File: config.mk
export PLATFORM = sky130hd
export DESIGN_NAME = serial_gateway_toggle_handshake
export DESIGN_NICKNAME = d
export VERILOG_FILES = /design/src/hdl/sgth_pkg.sv /design/src/hdl/serial_gateway_toggle_handshake.sv /design/src/hdl/sgth_cfg_regs.sv /design/src/hdl/sgth_in_stage.sv /design/src/hdl/sgth_core.sv /design/src/hdl/sgth_out_stage.sv
export SDC_FILE = /design/constraint.sdc
export NUM_CORES = 1
export LEC_CHECK = 0
export CAP_MARGIN = 20
export CORE_ASPECT_RATIO = 1.5
export CORE_MARGIN = 2
export CORE_UTILIZATION = 50
export CTS_BUF_LIST = sky130_fd_sc_hd__clkbuf_16
export CTS_CLUSTER_DIAMETER = 80
export CTS_CLUSTER_SIZE = 16
export DETAILED_ROUTE_END_ITERATION = 7
export DONT_BUFFER_PORTS = 1
export GPL_ROUTABILITY_DRIVEN = 0
export SLEW_MARGIN = 30
export SYNTH_ARGS = -nofsm -noshare
export SYNTH_HDL_FRONTEND = slang
export SYNTH_SLANG_ARGS = --single-unit
export TNS_END_PERCENT = 30
File: constraint.sdc
create_clock -name aclk -period 2.6 [get_ports aclk]
set_input_delay 0.26 -clock aclk [delete_from_list [all_inputs] [get_ports aclk]]
set_output_delay 0.26 -clock aclk [all_outputs]
set_load 0.01 [all_outputs]
File: src/hdl/sgth_pkg.sv
// Shared types, constants and field layouts for the serial gateway toggle handshake block.
// Used by every module of the block; depends on nothing else.
`default_nettype none

package sgth_pkg;

    // Largest number of bytes fetched for one send transaction.
    localparam int unsigned MAX_TX_BYTES = 22;
    localparam int unsigned TX_SIZE_W    = 5;

    localparam int unsigned S_TDATA_W = 24;
    localparam int unsigned M_TDATA_W = 56;

    // Configuration register indexes.
    localparam int unsigned CFG_IDX_W = 2;
    localparam int unsigned CFG_DATA_W = 4;
    localparam logic [CFG_IDX_W-1:0] CFG_IDX_HANDSHAKE = 2'd0;
    localparam logic [CFG_IDX_W-1:0] CFG_IDX_BAUD      = 2'd1;
    localparam logic [CFG_IDX_W-1:0] CFG_IDX_FRAME     = 2'd2;

    localparam logic       RST_WANT_HANDSHAKE = 1'b0;
    localparam logic [3:0] RST_WANT_BAUD      = 4'd6;
    localparam logic [3:0] RST_WANT_FRAME     = 4'd3;

    // Parameter write outcome codes from the terminal.
    localparam logic [1:0] WRES_SUCCESS = 2'd1;
    localparam logic [1:0] WRES_ERROR   = 2'd2;

    // Parameter write targets.
    localparam logic [1:0] TGT_HANDSHAKE = 2'd0;
    localparam logic [1:0] TGT_BAUD      = 2'd1;
    localparam logic [1:0] TGT_FRAME     = 2'd2;

    localparam logic [7:0]  RST_CUR_HANDSHAKE = 8'hff;
    localparam logic [15:0] CTRL_INIT_REQ     = 16'h0004;
    localparam logic [15:0] CTRL_CLEAR        = 16'h0000;

    typedef struct packed {
        logic       want_handshake;
        logic [3:0] want_baud_code;
        logic [3:0] want_frame_code;
    } cfg_t;

    typedef struct packed {
        logic       tx_ack_bit;
        logic       rx_req_bit;
        logic       init_ack_bit;
        logic [7:0] rx_byte_count;
        logic [7:0] send_available;
        logic [1:0] write_result;
    } in_item_t;

    typedef struct packed {
        logic [15:0]          control_word;
        logic [TX_SIZE_W-1:0] tx_copy_count;
        logic [TX_SIZE_W-1:0] send_taken;
        logic                 rx_deliver;
        logic [7:0]           rx_deliver_count;
        logic                 param_write;
        logic [1:0]           param_target;
        logic [7:0]           param_value;
        logic [2:0]           port_phase;
        logic                 setup_failed;
    } result_t;

endpackage

`default_nettype wire

File: src/hdl/serial_gateway_toggle_handshake.sv
// Top level of the serial gateway toggle handshake block.
// Depends on sgth_pkg, sgth_cfg_regs, sgth_in_stage, sgth_core and sgth_out_stage.
//
// Each s_ transaction carries one process-data cycle of a terminal port. s_tdata,
// from bit 0 up: tx_ack_bit, rx_req_bit, init_ack_bit, rx_byte_count[7:0],
// send_available[7:0], write_result[1:0], then zero fill. Each m_ transaction gives
// the result of one such cycle. m_tdata, from bit 0 up: control_word[15:0],
// tx_copy_count[4:0], send_taken[4:0], rx_deliver, rx_deliver_count[7:0],
// param_write, param_target[1:0], param_value[7:0], port_phase[2:0], setup_failed,
// then zero fill.
// The cfg_ channel writes want_handshake (index 0), want_baud_code (1) and
// want_frame_code (2); it is always ready, and writes to other indexes are dropped.
// Write it only while no transaction is in flight.
// A result is computed combinationally from the item held in the input register and
// is loaded into the result register whenever that register is free. Throughput is
// one transaction per cycle while the receiver does not stall; the phase machine
// updates as each result is loaded.
// When the receiver stalls, the result register holds and the input register takes
// one more transaction, after which s_tready drops until m_tready returns.
// Reset clears both registers, puts the port in init request, and loads the
// default configuration (no handshake, baud code 6, frame code 3).
`default_nettype none

module serial_gateway_toggle_handshake (
    input  wire logic                            aclk,
    input  wire logic                            aresetn,
    input  wire logic                            s_tvalid,
    output      logic                            s_tready,
    // s_tdata, low bit up: tx_ack_bit, rx_req_bit, init_ack_bit, rx_byte_count,
    // send_available, write_result.
    input  wire logic [sgth_pkg::S_TDATA_W-1:0]  s_tdata,
    output      logic                            m_tvalid,
    input  wire logic                            m_tready,
    // m_tdata, low bit up: control_word, tx_copy_count, send_taken, rx_deliver,
    // rx_deliver_count, param_write, param_target, param_value, port_phase,
    // setup_failed.
    output      logic [sgth_pkg::M_TDATA_W-1:0]  m_tdata,
    input  wire logic                            cfg_valid,
    output      logic                            cfg_ready,
    input  wire logic [sgth_pkg::CFG_IDX_W-1:0]  cfg_index,
    input  wire logic [sgth_pkg::CFG_DATA_W-1:0] cfg_data
);

    sgth_pkg::cfg_t     cfg;
    sgth_pkg::in_item_t item;
    sgth_pkg::result_t  result;
    logic               item_valid;
    logic               out_free;
    logic               advance;

    assign advance = item_valid && out_free;

    sgth_cfg_regs u_cfg (
        .aclk      (aclk),
        .aresetn   (aresetn),
        .cfg_valid (cfg_valid),
        .cfg_ready (cfg_ready),
        .cfg_index (cfg_index),
        .cfg_data  (cfg_data),
        .cfg       (cfg)
    );

    sgth_in_stage u_in (
        .aclk       (aclk),
        .aresetn    (aresetn),
        .s_tvalid   (s_tvalid),
        .s_tready   (s_tready),
        .s_tdata    (s_tdata),
        .advance    (advance),
        .item_valid (item_valid),
        .item       (item)
    );

    sgth_core u_core (
        .aclk    (aclk),
        .aresetn (aresetn),
        .advance (advance),
        .cfg     (cfg),
        .item    (item),
        .result  (result)
    );

    sgth_out_stage u_out (
        .aclk     (aclk),
        .aresetn  (aresetn),
        .load     (advance),
        .result   (result),
        .free     (out_free),
        .m_tvalid (m_tvalid),
        .m_tready (m_tready),
        .m_tdata  (m_tdata)
    );

endmodule

`default_nettype wire

File: src/hdl/sgth_cfg_regs.sv
// Configuration registers of the serial gateway toggle handshake block.
// Depends on sgth_pkg for the register indexes and reset values.
`default_nettype none

module sgth_cfg_regs (
    input  wire logic                            aclk,
    input  wire logic                            aresetn,
    input  wire logic                            cfg_valid,
    output      logic                            cfg_ready,
    input  wire logic [sgth_pkg::CFG_IDX_W-1:0]  cfg_index,
    input  wire logic [sgth_pkg::CFG_DATA_W-1:0] cfg_data,
    output      sgth_pkg::cfg_t                  cfg
);

    sgth_pkg::cfg_t cfg_reg;

    assign cfg_ready = 1'b1;
    assign cfg       = cfg_reg;

    // Writes to an index beyond the register list are taken and dropped.
    always_ff @(posedge aclk) begin
        if (!aresetn) begin
            cfg_reg.want_handshake  <= sgth_pkg::RST_WANT_HANDSHAKE;
            cfg_reg.want_baud_code  <= sgth_pkg::RST_WANT_BAUD;
            cfg_reg.want_frame_code <= sgth_pkg::RST_WANT_FRAME;
        end else if (cfg_valid) begin
            unique case (cfg_index)
                sgth_pkg::CFG_IDX_HANDSHAKE: cfg_reg.want_handshake  <= cfg_data[0];
                sgth_pkg::CFG_IDX_BAUD:      cfg_reg.want_baud_code  <= cfg_data;
                sgth_pkg::CFG_IDX_FRAME:     cfg_reg.want_frame_code <= cfg_data;
                default: begin
                end
            endcase
        end
    end

endmodule

`default_nettype wire

File: src/hdl/sgth_in_stage.sv
// Input register of the serial gateway toggle handshake block: unpacks s_tdata into an item.
// Depends on sgth_pkg for the item type and the tdata width.
`default_nettype none

module sgth_in_stage (
    input  wire logic                           aclk,
    input  wire logic                           aresetn,
    input  wire logic                           s_tvalid,
    output      logic                           s_tready,
    input  wire logic [sgth_pkg::S_TDATA_W-1:0] s_tdata,
    input  wire logic                           advance,
    output      logic                           item_valid,
    output      sgth_pkg::in_item_t             item
);

    logic               valid_reg;
    sgth_pkg::in_item_t item_reg;

    // A new transaction is taken when the register is empty or drains this cycle.
    assign s_tready   = !valid_reg || advance;
    assign item_valid = valid_reg;
    assign item       = item_reg;

    always_ff @(posedge aclk) begin
        if (!aresetn) begin
            valid_reg <= 1'b0;
        end else if (s_tready) begin
            valid_reg <= s_tvalid;
        end
    end

    always_ff @(posedge aclk) begin
        if (s_tvalid && s_tready) begin
            item_reg.tx_ack_bit     <= s_tdata[0];
            item_reg.rx_req_bit     <= s_tdata[1];
            item_reg.init_ack_bit   <= s_tdata[2];
            item_reg.rx_byte_count  <= s_tdata[10:3];
            item_reg.send_available <= s_tdata[18:11];
            item_reg.write_result   <= s_tdata[20:19];
        end
    end

endmodule

`default_nettype wire

File: src/hdl/sgth_core.sv
// Per-port phase machine and toggle exchange of the serial gateway toggle handshake block.
// Depends on sgth_pkg; computes one result from the held item and updates the port state.
`default_nettype none

module sgth_core (
    input  wire logic               aclk,
    input  wire logic               aresetn,
    input  wire logic               advance,
    input  wire sgth_pkg::cfg_t     cfg,
    input  wire sgth_pkg::in_item_t item,
    output      sgth_pkg::result_t  result
);

    typedef enum logic [2:0] {
        PH_INIT_REQ  = 3'd0,
        PH_INIT_WAIT = 3'd1,
        PH_READY     = 3'd2,
        PH_WR_HS     = 3'd3,
        PH_WR_BAUD   = 3'd4,
        PH_WR_FRAME  = 3'd5
    } phase_t;

    localparam int unsigned TXW = sgth_pkg::TX_SIZE_W;
    localparam logic [7:0] MAX_TX = 8'(sgth_pkg::MAX_TX_BYTES);

    phase_t         phase_reg, phase_next;
    logic           tx_req_toggle_reg, tx_req_toggle_next;
    logic           tx_ack_seen_reg, tx_ack_seen_next;
    logic           rx_req_seen_reg, rx_req_seen_next;
    logic           rx_ack_toggle_reg, rx_ack_toggle_next;
    logic [15:0]    control_reg, control_next;
    logic [TXW-1:0] tx_size_reg, tx_size_next;
    logic [7:0]     cur_handshake_reg, cur_handshake_next;
    logic [7:0]     cur_baud_reg, cur_baud_next;
    logic [7:0]     cur_frame_reg, cur_frame_next;
    logic           error_flag_reg, error_flag_next;

    logic [7:0]     want_hs_ext, want_baud_ext, want_frame_ext;
    logic [TXW-1:0] fetch_size;
    logic [TXW-1:0] taken;
    logic           deliver;
    logic [7:0]     deliver_cnt;
    logic           pwrite;
    logic [1:0]     ptarget;
    logic [7:0]     pvalue;
    logic           wr_success, wr_error;

    assign want_hs_ext    = {7'd0, cfg.want_handshake};
    assign want_baud_ext  = {4'd0, cfg.want_baud_code};
    assign want_frame_ext = {4'd0, cfg.want_frame_code};

    assign fetch_size = (item.send_available > MAX_TX) ? MAX_TX[TXW-1:0]
                                                       : item.send_available[TXW-1:0];
    assign wr_success = (item.write_result == sgth_pkg::WRES_SUCCESS);
    assign wr_error   = (item.write_result == sgth_pkg::WRES_ERROR);

    always_comb begin
        phase_next         = phase_reg;
        tx_req_toggle_next = tx_req_toggle_reg;
        tx_ack_seen_next   = tx_ack_seen_reg;
        rx_req_seen_next   = rx_req_seen_reg;
        rx_ack_toggle_next = rx_ack_toggle_reg;
        control_next       = control_reg;
        tx_size_next       = tx_size_reg;
        cur_handshake_next = cur_handshake_reg;
        cur_baud_next      = cur_baud_reg;
        cur_frame_next     = cur_frame_reg;
        error_flag_next    = error_flag_reg;
        taken              = '0;
        deliver            = 1'b0;
        deliver_cnt        = 8'd0;
        pwrite             = 1'b0;
        ptarget            = sgth_pkg::TGT_HANDSHAKE;
        pvalue             = 8'd0;

        unique case (phase_reg)
            PH_READY: begin
                // Unless a write has failed, pending settings are brought in line before any data moves.
                if (!error_flag_reg && want_hs_ext != cur_handshake_reg) begin
                    pwrite     = 1'b1;
                    ptarget    = sgth_pkg::TGT_HANDSHAKE;
                    pvalue     = want_hs_ext;
                    phase_next = PH_WR_HS;
                end else if (!error_flag_reg && want_baud_ext != cur_baud_reg) begin
                    pwrite     = 1'b1;
                    ptarget    = sgth_pkg::TGT_BAUD;
                    pvalue     = want_baud_ext;
                    phase_next = PH_WR_BAUD;
                end else if (!error_flag_reg && want_frame_ext != cur_frame_reg) begin
                    pwrite     = 1'b1;
                    ptarget    = sgth_pkg::TGT_FRAME;
                    pvalue     = want_frame_ext;
                    phase_next = PH_WR_FRAME;
                end else begin
                    if (item.tx_ack_bit != tx_ack_seen_reg) begin
                        tx_size_next = fetch_size;
                        taken        = fetch_size;
                        if (fetch_size != '0) begin
                            tx_req_toggle_next = !tx_req_toggle_reg;
                            tx_ack_seen_next   = item.tx_ack_bit;
                        end
                    end
                    if (item.rx_req_bit != rx_req_seen_reg) begin
                        rx_req_seen_next   = item.rx_req_bit;
                        deliver            = 1'b1;
                        deliver_cnt        = item.rx_byte_count;
                        rx_ack_toggle_next = !rx_ack_toggle_reg;
                    end
                    control_next = {{(8 - TXW){1'b0}}, tx_size_next, 6'd0,
                                    rx_ack_toggle_next, tx_req_toggle_next};
                end
            end
            PH_INIT_WAIT: begin
                if (!item.init_ack_bit) begin
                    tx_ack_seen_next = 1'b1;
                    control_next     = sgth_pkg::CTRL_CLEAR;
                    phase_next       = PH_READY;
                end
            end
            PH_WR_HS, PH_WR_BAUD, PH_WR_FRAME: begin
                if (wr_success || wr_error) begin
                    phase_next = PH_INIT_REQ;
                end
                if (wr_error) begin
                    error_flag_next = 1'b1;
                end
                if (wr_success) begin
                    if (phase_reg == PH_WR_HS) begin
                        cur_handshake_next = want_hs_ext;
                    end else if (phase_reg == PH_WR_BAUD) begin
                        cur_baud_next = want_baud_ext;
                    end else begin
                        cur_frame_next = want_frame_ext;
                    end
                end
            end
            default: begin
                // Init request, also taken by codes that carry no phase.
                if (item.init_ack_bit) begin
                    control_next = sgth_pkg::CTRL_CLEAR;
                    phase_next   = PH_INIT_WAIT;
                end else begin
                    control_next = sgth_pkg::CTRL_INIT_REQ;
                    phase_next   = PH_INIT_REQ;
                end
            end
        endcase
    end

    always_comb begin
        result.control_word     = control_next;
        result.tx_copy_count    = tx_size_next;
        result.send_taken       = taken;
        result.rx_deliver       = deliver;
        result.rx_deliver_count = deliver_cnt;
        result.param_write      = pwrite;
        result.param_target     = ptarget;
        result.param_value      = pvalue;
        result.port_phase       = phase_next;
        result.setup_failed     = error_flag_next;
    end

    always_ff @(posedge aclk) begin
        if (!aresetn) begin
            phase_reg         <= PH_INIT_REQ;
            tx_req_toggle_reg <= 1'b0;
            tx_ack_seen_reg   <= 1'b0;
            rx_req_seen_reg   <= 1'b0;
            rx_ack_toggle_reg <= 1'b0;
            control_reg       <= sgth_pkg::CTRL_CLEAR;
            tx_size_reg       <= '0;
            cur_handshake_reg <= sgth_pkg::RST_CUR_HANDSHAKE;
            cur_baud_reg      <= 8'd0;
            cur_frame_reg     <= 8'd0;
            error_flag_reg    <= 1'b0;
        end else if (advance) begin
            phase_reg         <= phase_next;
            tx_req_toggle_reg <= tx_req_toggle_next;
            tx_ack_seen_reg   <= tx_ack_seen_next;
            rx_req_seen_reg   <= rx_req_seen_next;
            rx_ack_toggle_reg <= rx_ack_toggle_next;
            control_reg       <= control_next;
            tx_size_reg       <= tx_size_next;
            cur_handshake_reg <= cur_handshake_next;
            cur_baud_reg      <= cur_baud_next;
            cur_frame_reg     <= cur_frame_next;
            error_flag_reg    <= error_flag_next;
        end
    end

endmodule

`default_nettype wire

File: src/hdl/sgth_out_stage.sv
// Result register of the serial gateway toggle handshake block: packs a result into m_tdata.
// Depends on sgth_pkg for the result type and the tdata width.
`default_nettype none

module sgth_out_stage (
    input  wire logic                           aclk,
    input  wire logic                           aresetn,
    input  wire logic                           load,
    input  wire sgth_pkg::result_t              result,
    output      logic                           free,
    output      logic                           m_tvalid,
    input  wire logic                           m_tready,
    output      logic [sgth_pkg::M_TDATA_W-1:0] m_tdata
);

    logic                           valid_reg;
    logic [sgth_pkg::M_TDATA_W-1:0] data_reg;

    assign free     = !valid_reg || m_tready;
    assign m_tvalid = valid_reg;
    assign m_tdata  = data_reg;

    always_ff @(posedge aclk) begin
        if (!aresetn) begin
            valid_reg <= 1'b0;
        end else if (load) begin
            valid_reg <= 1'b1;
        end else if (m_tready) begin
            valid_reg <= 1'b0;
        end
    end

    always_ff @(posedge aclk) begin
        if (load) begin
            data_reg <= {6'd0,
                         result.setup_failed,
                         result.port_phase,
                         result.param_value,
                         result.param_target,
                         result.param_write,
                         result.rx_deliver_count,
                         result.rx_deliver,
                         result.send_taken,
                         result.tx_copy_count,
                         result.control_word};
        end
    end

endmodule

`default_nettype wire

==> flow_summary_export.csv, run 1 <==
group,metric,value,unit
final_layout,post_route_cells_drive_above_1_share,13.2,%
power_and_ir_drop,switching_power,972,uW
run,maxCapViolCount,0,
setup_path,crit_chain,"xor2_1, nor4_4, a2111oi_1, or3_1, a22o_1",
setup_path,crit_required,2.76,ns
power_and_ir_drop,p_int,3.75,mW
final_layout,n_antenna_cell,0,
global_routing,grt_max_degree,31,
clock_tree,cts_tree,"done",
setup_path,crit_path_top_delay_cell,"or3_1",
final_layout,nets,465,
floorplan,io_pins,94,
drt,wl,9780,um
drt,dr.pass1.iters,4,
final_layout,largest_reg_flops,46,
floorplan,start_util,50.7,%
setup_path,reg2reg_from,"u_cfg.cfg[3]",
timing,finalMaxSlewViolations,0,
power_and_ir_drop,power_frac_clock,51.7,%
min_path,min_from,"aresetn",
power_and_ir_drop,leakage,2.30,nW
final_layout,area_delta_synth_final,21.3,%
logic_synthesis,syn_inst,386,
drt,vias,3077,
logic_synthesis,ys_seq_elements,117,
setup_path,cp.arrival,2.34,ns
min_path,hold_path_class,"in2reg",
setup_path,worstPathMaxFanout,16,
clock_tree,clk_path_buf_depth,2,
power_and_ir_drop,p_seq_share,43.7,%
global_routing,grt_use_total,19.7,%
timing,fin_skew,0.00801,ns
drt,viasPerCell,5.53,
placement,portBuffers,0,
power_and_ir_drop,combPwrFrac,4.5,%
final_layout,final_core_util,61.5,%
placement,place_inst,496,
logic_synthesis,synth.distinct_cells,56,
clock_tree,clk_latency,0.40,ns
timing,slew_headroom,64.0,%
global_routing,antenna_found_initial,0,
timing,min_period_over_period,83.8,%
timing,finalHoldViolations,0,
logic_synthesis,yosysWarnings,0,
drt,post-route-drc-count,0,
clock_tree,cts_resized,0,
placement,place.detailed.hpwl,6460,um
power_and_ir_drop,p_per_area,802,nW/um2
logic_synthesis,synth_area_per_cell,12.6,um2
floorplan,rows,44,
timing,hold_slack,0.0120,ns
timing,setup_violations,0,
drt,drt_iter0_drc,172,
setup_path,crit_path_end_kind,"register",
timing,fin_crit,2.18,ns
clock_tree,cts_max_level,4,
global_routing,grt-ovfl-total,0,
clock_tree,cts.sinks,117,
logic_synthesis,synth_area,4860,um2
logic_synthesis,yosysSeqAreaShare,62.0,%
logic_synthesis,synth-edff-count,67,
clock_tree,cts.clk_slew.worst_paths,0.05,ns
setup_path,cp-startpoint,"u_cfg.cfg[3]",
logic_synthesis,ys.flop_type,"edfxtp_1",
setup_path,cp-start-kind,"register",
status,status,"completed",
setup_path,crit_type,"reg2reg",
floorplan,core_area,9580,um2
global_routing,grt_pass1_wl,16000,um
timing,fmaxAchievable,459,MHz
timing,worstMarginPinSlew,0.541,ns
logic_synthesis,async_reset_ff_share,0,%
drt,drtAntennaViolNets,0,
power_and_ir_drop,max-vdd-ir-drop,0.553,mV
clock_tree,cts_buffers,17,
global_routing,grt_pass1_vias,3175,
timing,timing.setup.tns,0,ns
clock_tree,clockRootBuffer,"clkbuf_16",
setup_path,max_stage_delay,0.61,ns
power_and_ir_drop,netSwitchingFraction,20.6,%
floorplan,die_h,125,um
floorplan,die_area,10500,um2
timing,rsz0062_at_grt,"no",
floorplan,die_w,84.5,um
final_layout,fin_cells,556,
drt,avgRoutedWirePerCell,17.6,um
-- final cells by class --
type | count | area [um2]
inverter | 9 | 33.8
multi-input combinational | 240 | 1670
fill | 806 | 3690
clock buffer | 18 | 450
timing repair buffer | 43 | 400
tap | 115 | 144
clock inverter | 14 | 181
sequential | 117 | 3010
-- power by group through the flow --
stage | logic, mW | registers (mW) | clock network (mW)
5_1_grt | 0.236 | 2.07 | 2.57
3_3_place_gp | 0.170 | 2.10 | 0
3_5_place_dp | 0.174 | 2.11 | 0
2_1_floorplan | 0.152 | 2.09 | 0
6_report | 0.213 | 2.07 | 2.44
4_1_cts | 0.217 | 2.07 | 2.49
-- Yosys cell counts, types with 4 or more instances --
cell type / n / area (um2)
nor3_1: 4 / 20.0
inv_1: 9 / 33.8
mux2i_1: 24 / 240
nor2b_1: 16 / 100
xor2_1: 6 / 52.6
or3_1: 4 / 25.0
a21oi_1: 8 / 40.0
nand3_1: 5 / 25.0
and2_1: 16 / 100
o21ai_0: 12 / 60.1
nand2_1: 25 / 93.8
edfxtp_1: 67 / 2010
dfxtp_1: 50 / 1000
xnor2_1: 8 / 70.1
buf_4: 13 / 97.6
and3_1: 13 / 81.3
a22o_1: 5 / 43.8
a21o_1: 7 / 52.6
nor2_1: 9 / 33.8
clkbuf_1: 11 / 41.3
o2bb2ai_1: 12 / 105
and2_4: 4 / 35.0
-- routing by layer --
| layer | global-route usage [%] | wire [um] |
|---|---|---|
| met4 | 8.68 | 214 |
| met1 | 21.9 | 3880 |
| met3 | 5.63 | 346 |
| met5 | 0 | 0 |
| met2 | 34.6 | 5340 |
-- metrics by stage --
stage          cell area [um2]  power (mW)  setup slack, ns
2_1_floorplan             4890        2.25            0.254
3_3_place_gp              4980        2.27            0.439
3_5_place_dp              4980        2.28            0.424
4_1_cts                   5900        4.77            0.385
5_1_grt                   5890        4.88            0.266
6_report                  5890        4.72            0.420
-- cells in the final DEF, fill, tap and decap left out, types with 3 or more instances in the layout --
cell type      synthesis  layout
clkbuf_16              0      18
buf_4                 13      14
or3_1                  4       4
mux2i_1               24      24
nor4_1                 3       3
nor3b_1                3       3
nand3_1                5       5
nand2_1               25      25
nand2b_1               3       3
a21oi_1                8       8
nor2_1                 9       9
conb_1                 2      11
o2bb2ai_1             12      12
xor2_1                 6       6
bufinv_16              0       4
nor3_1                 4       4
clkinv_2               0       3
dfxtp_1               50      50
edfxtp_1              67      67
a22o_1                 5       5
dlygate4sd3_1          0      27
and2_1                16      15
a21o_1                 7       7
and3_1                13      13
nor2b_1               16      16
o21ai_0               12      12
and2_4                 4       4
a211o_1                3       3
xnor2_1                8       8
inv_1                  9       8
clkinvlp_4             0       4
-- path summary, 6_finish.rpt --
| check | end | slack, ns | depth (start not counted) |
|---|---|---|---|
| max | u_out.m_tdata[8] | 0.42 | 5 |
| max reg2reg | u_out.m_tdata[8] | 0.42 | 5 |
| min | u_core.rx_req_seen_reg | 0.01 | 2 |
| min reg2reg | u_core.control_reg[6] | 0.45 | 1 |
-- repair_timing --
item                                    CTS  global route
buffers inserted                          0             0
endpoints found under the setup margin    0             0
endpoints found under the hold margin    51             0
hold buffers                             28             0
-- critical path: cells and delay by family, from the launching register on --
| kind | cells | cell delay, ns |
|---|---|---|
| compound gates | 2 | 0.45 |
| simple gates | 2 | 0.93 |
| xor+xnor | 1 | 0.20 |
| flops | 1 | 0.35 |
-- kinds of logic after synthesis --
| kind of cell | after synthesis | share of synthesized area (%) |
|---|---|---|
| mux | 24 | 4.95 |
| simple gates | 118 | 14.6 |
| flops | 117 | 62.0 |
| fa+ha+maj | 2 | 0.515 |
| buf+inv | 38 | 4.33 |
| compound gates | 71 | 10.9 |
| other cells | 2 | 0.155 |
| xor+xnor | 14 | 2.52 |
Power figures use the tool's default switching activity.
==> run 2: changes to the inputs <==
--- a/config.mk
+++ b/config.mk
@@ -15,6 +15,7 @@
 export DETAILED_ROUTE_END_ITERATION = 7
 export DONT_BUFFER_PORTS = 1
 export GPL_ROUTABILITY_DRIVEN = 0
+export PLACE_DENSITY = 0.68
 export SLEW_MARGIN = 30
 export SYNTH_ARGS = -nofsm -noshare
 export SYNTH_HDL_FRONTEND = slang
==> constraint.sdc (replaced) <==
create_clock -name aclk -period 1.9 [get_ports aclk]
set_input_delay 0.19 -clock aclk [delete_from_list [all_inputs] [get_ports aclk]]
set_output_delay 0.19 -clock aclk [all_outputs]
set_load 0.01 [all_outputs]
==> flow_summary_export.csv, run 2 (synthesis gave the netlist of run 1 again) <==
group,metric,value,unit
setup_path,path_buf_inv,1,
floorplan,start_util,50.7,%
drt,drtAntennaViolNets,0,
clock_tree,cts_tree,"done",
clock_tree,clk_latency,0.41,ns
timing,rsz0062_at_grt,"yes",
clock_tree,cts.clk_slew.worst_paths,0.05,ns
setup_path,cp.arrival,2.06,ns
clock_tree,clk_path_buf_depth,2,
drt,dr.pass1.iters,4,
floorplan,rows,44,
drt,viasPerCell,5.60,
timing,timing.setup.tns,-0.00167,ns
floorplan,io_pins,94,
setup_path,crit_chain,"xor2_1, nor4_4, a2111oi_1, or3_1, buf_6, a22o_1",
setup_path,crit_path_end_kind,"register",
clock_tree,clockRootBuffer,"clkbuf_16",
min_path,hold_path_class,"in2reg",
global_routing,grt_use_total,19.6,%
final_layout,n_antenna_cell,0,
status,status,"finished with violations",
placement,portBuffers,0,
timing,finalWorstSetupSlack,-0.00167,ns
power_and_ir_drop,leakage,2.51,nW
global_routing,grt_max_degree,40,
clock_tree,cts_max_level,4,
timing,fin_skew,0.00931,ns
placement,place_inst,526,
setup_path,worstPathMaxFanout,16,
timing,hold_slack,0.0323,ns
setup_path,crit_family,"simple AND/OR/NAND/NOR gates",
floorplan,die_w,84.5,um
setup_path,crit_path_top_delay_cell,"or3_1",
clock_tree,cts.sinks,117,
drt,drt_iter0_drc,204,
final_layout,largest_reg_flops,46,
floorplan,core_area,9580,um2
final_layout,mostFrequentLayoutCell,"edfxtp_1",
global_routing,grt_pass1_vias,3287,
global_routing,antenna_found_initial,0,
global_routing,grt-ovfl-total,0,
power_and_ir_drop,power.total,6.70,mW
setup_path,cp-start-kind,"register",
setup_path,max_stage_delay,0.34,ns
floorplan,die_h,125,um
drt,post-route-drc-count,0,
power_and_ir_drop,p_per_area,1070,nW/um2
timing,fmaxAchievable,526,MHz
run,maxCapViolCount,0,
placement,place.detailed.hpwl,6680,um
final_layout,nFillCells,763,
setup_path,crit_type,"reg2reg",
final_layout,nets,498,
final_layout,area_delta_synth_final,28.8,%
final_layout,layout.cells.most_common_list,"edfxtp_1, dfxtp_1, buf_4",
timing,min_period_over_period,100,%
power_and_ir_drop,max-vdd-ir-drop,0.816,mV
drt,avgRoutedWirePerCell,17.2,um
timing,fin_crit,1.90,ns
placement,place_ws,-0.00677,ns
drt,wl,10100,um
status,violations,"negative setup slack",
final_layout,post_route_cells_drive_above_1_share,20.7,%
clock_tree,cts_buffers,17,
global_routing,grt_pass1_wl,15900,um
drt,vias,3298,
setup_path,crit_required,2.06,ns
final_layout,fin_cells,589,
final_layout,multi_input_comb_area,1730,um2
timing,finalMaxSlewViolations,0,
floorplan,die_area,10500,um2
timing,finalHoldViolations,0,
final_layout,final-seq-area,3010,um2
timing,setup_violations,1,
-- run 2: final timing paths --
path                                         startpoint                    end  slack [ns]  cells past startpoint
worst min-delay path                            aresetn  u_core.tx_size_reg[3]        0.03                      2
worst max register to register  u_core.cur_frame_reg[0]       u_out.m_tdata[8]      -0.002                      6
worst max-delay path            u_core.cur_frame_reg[0]       u_out.m_tdata[8]      -0.002                      6
worst min register to register    u_core.control_reg[7]  u_core.control_reg[7]        0.45                      1
-- run 2: what timing repair did --
item / CTS / global route
buffers inserted: 0 / 1
pin swaps: 1 / 0
setup endpoints to repair: 10 / 55
endpoints found under the hold margin: 56 / 1
resized for setup: 4 / 12
hold buffers: 28 / 1
-- run 2: routing by layer --
layer  GRT usage, %  routed length (um)  vias up  part of all wire, %
met5              0                   0        -                    0
met2           34.5                5460      119                   54
met1           20.6                3840     1590                   38
met3           5.77                 473       37                  4.7
met4           10.7                 332        0                  3.3
li1               -                   -     1552                    -
-- run 2: layout make-up --
class / instances / area share (%)
sequential: 117 / 48.2
multi-input combinational: 240 / 27.6
timing repair buffer: 76 / 10.8
clock buffer: 17 / 6.80
clock inverter: 15 / 3.76
tap: 115 / 2.30
inverter: 9 / 0.540
-- run 2: stage by stage --
step | area (um2) | utilization [%]
after floorplan | 4900 | -
after global placement | 5210 | 54.4
after detailed placement | 5210 | 54.4
after CTS | 6180 | 64.5
after global routing | 6250 | 65.3
final | 6250 | 65.3
-- run 2: where the power goes --
part           switching (mW)  internal [mW]  total [mW]
clock                    1.09           2.44        3.53
sequential             0.0580           2.76        2.82
combinational           0.196          0.157       0.353
total                    1.34           5.36        6.70
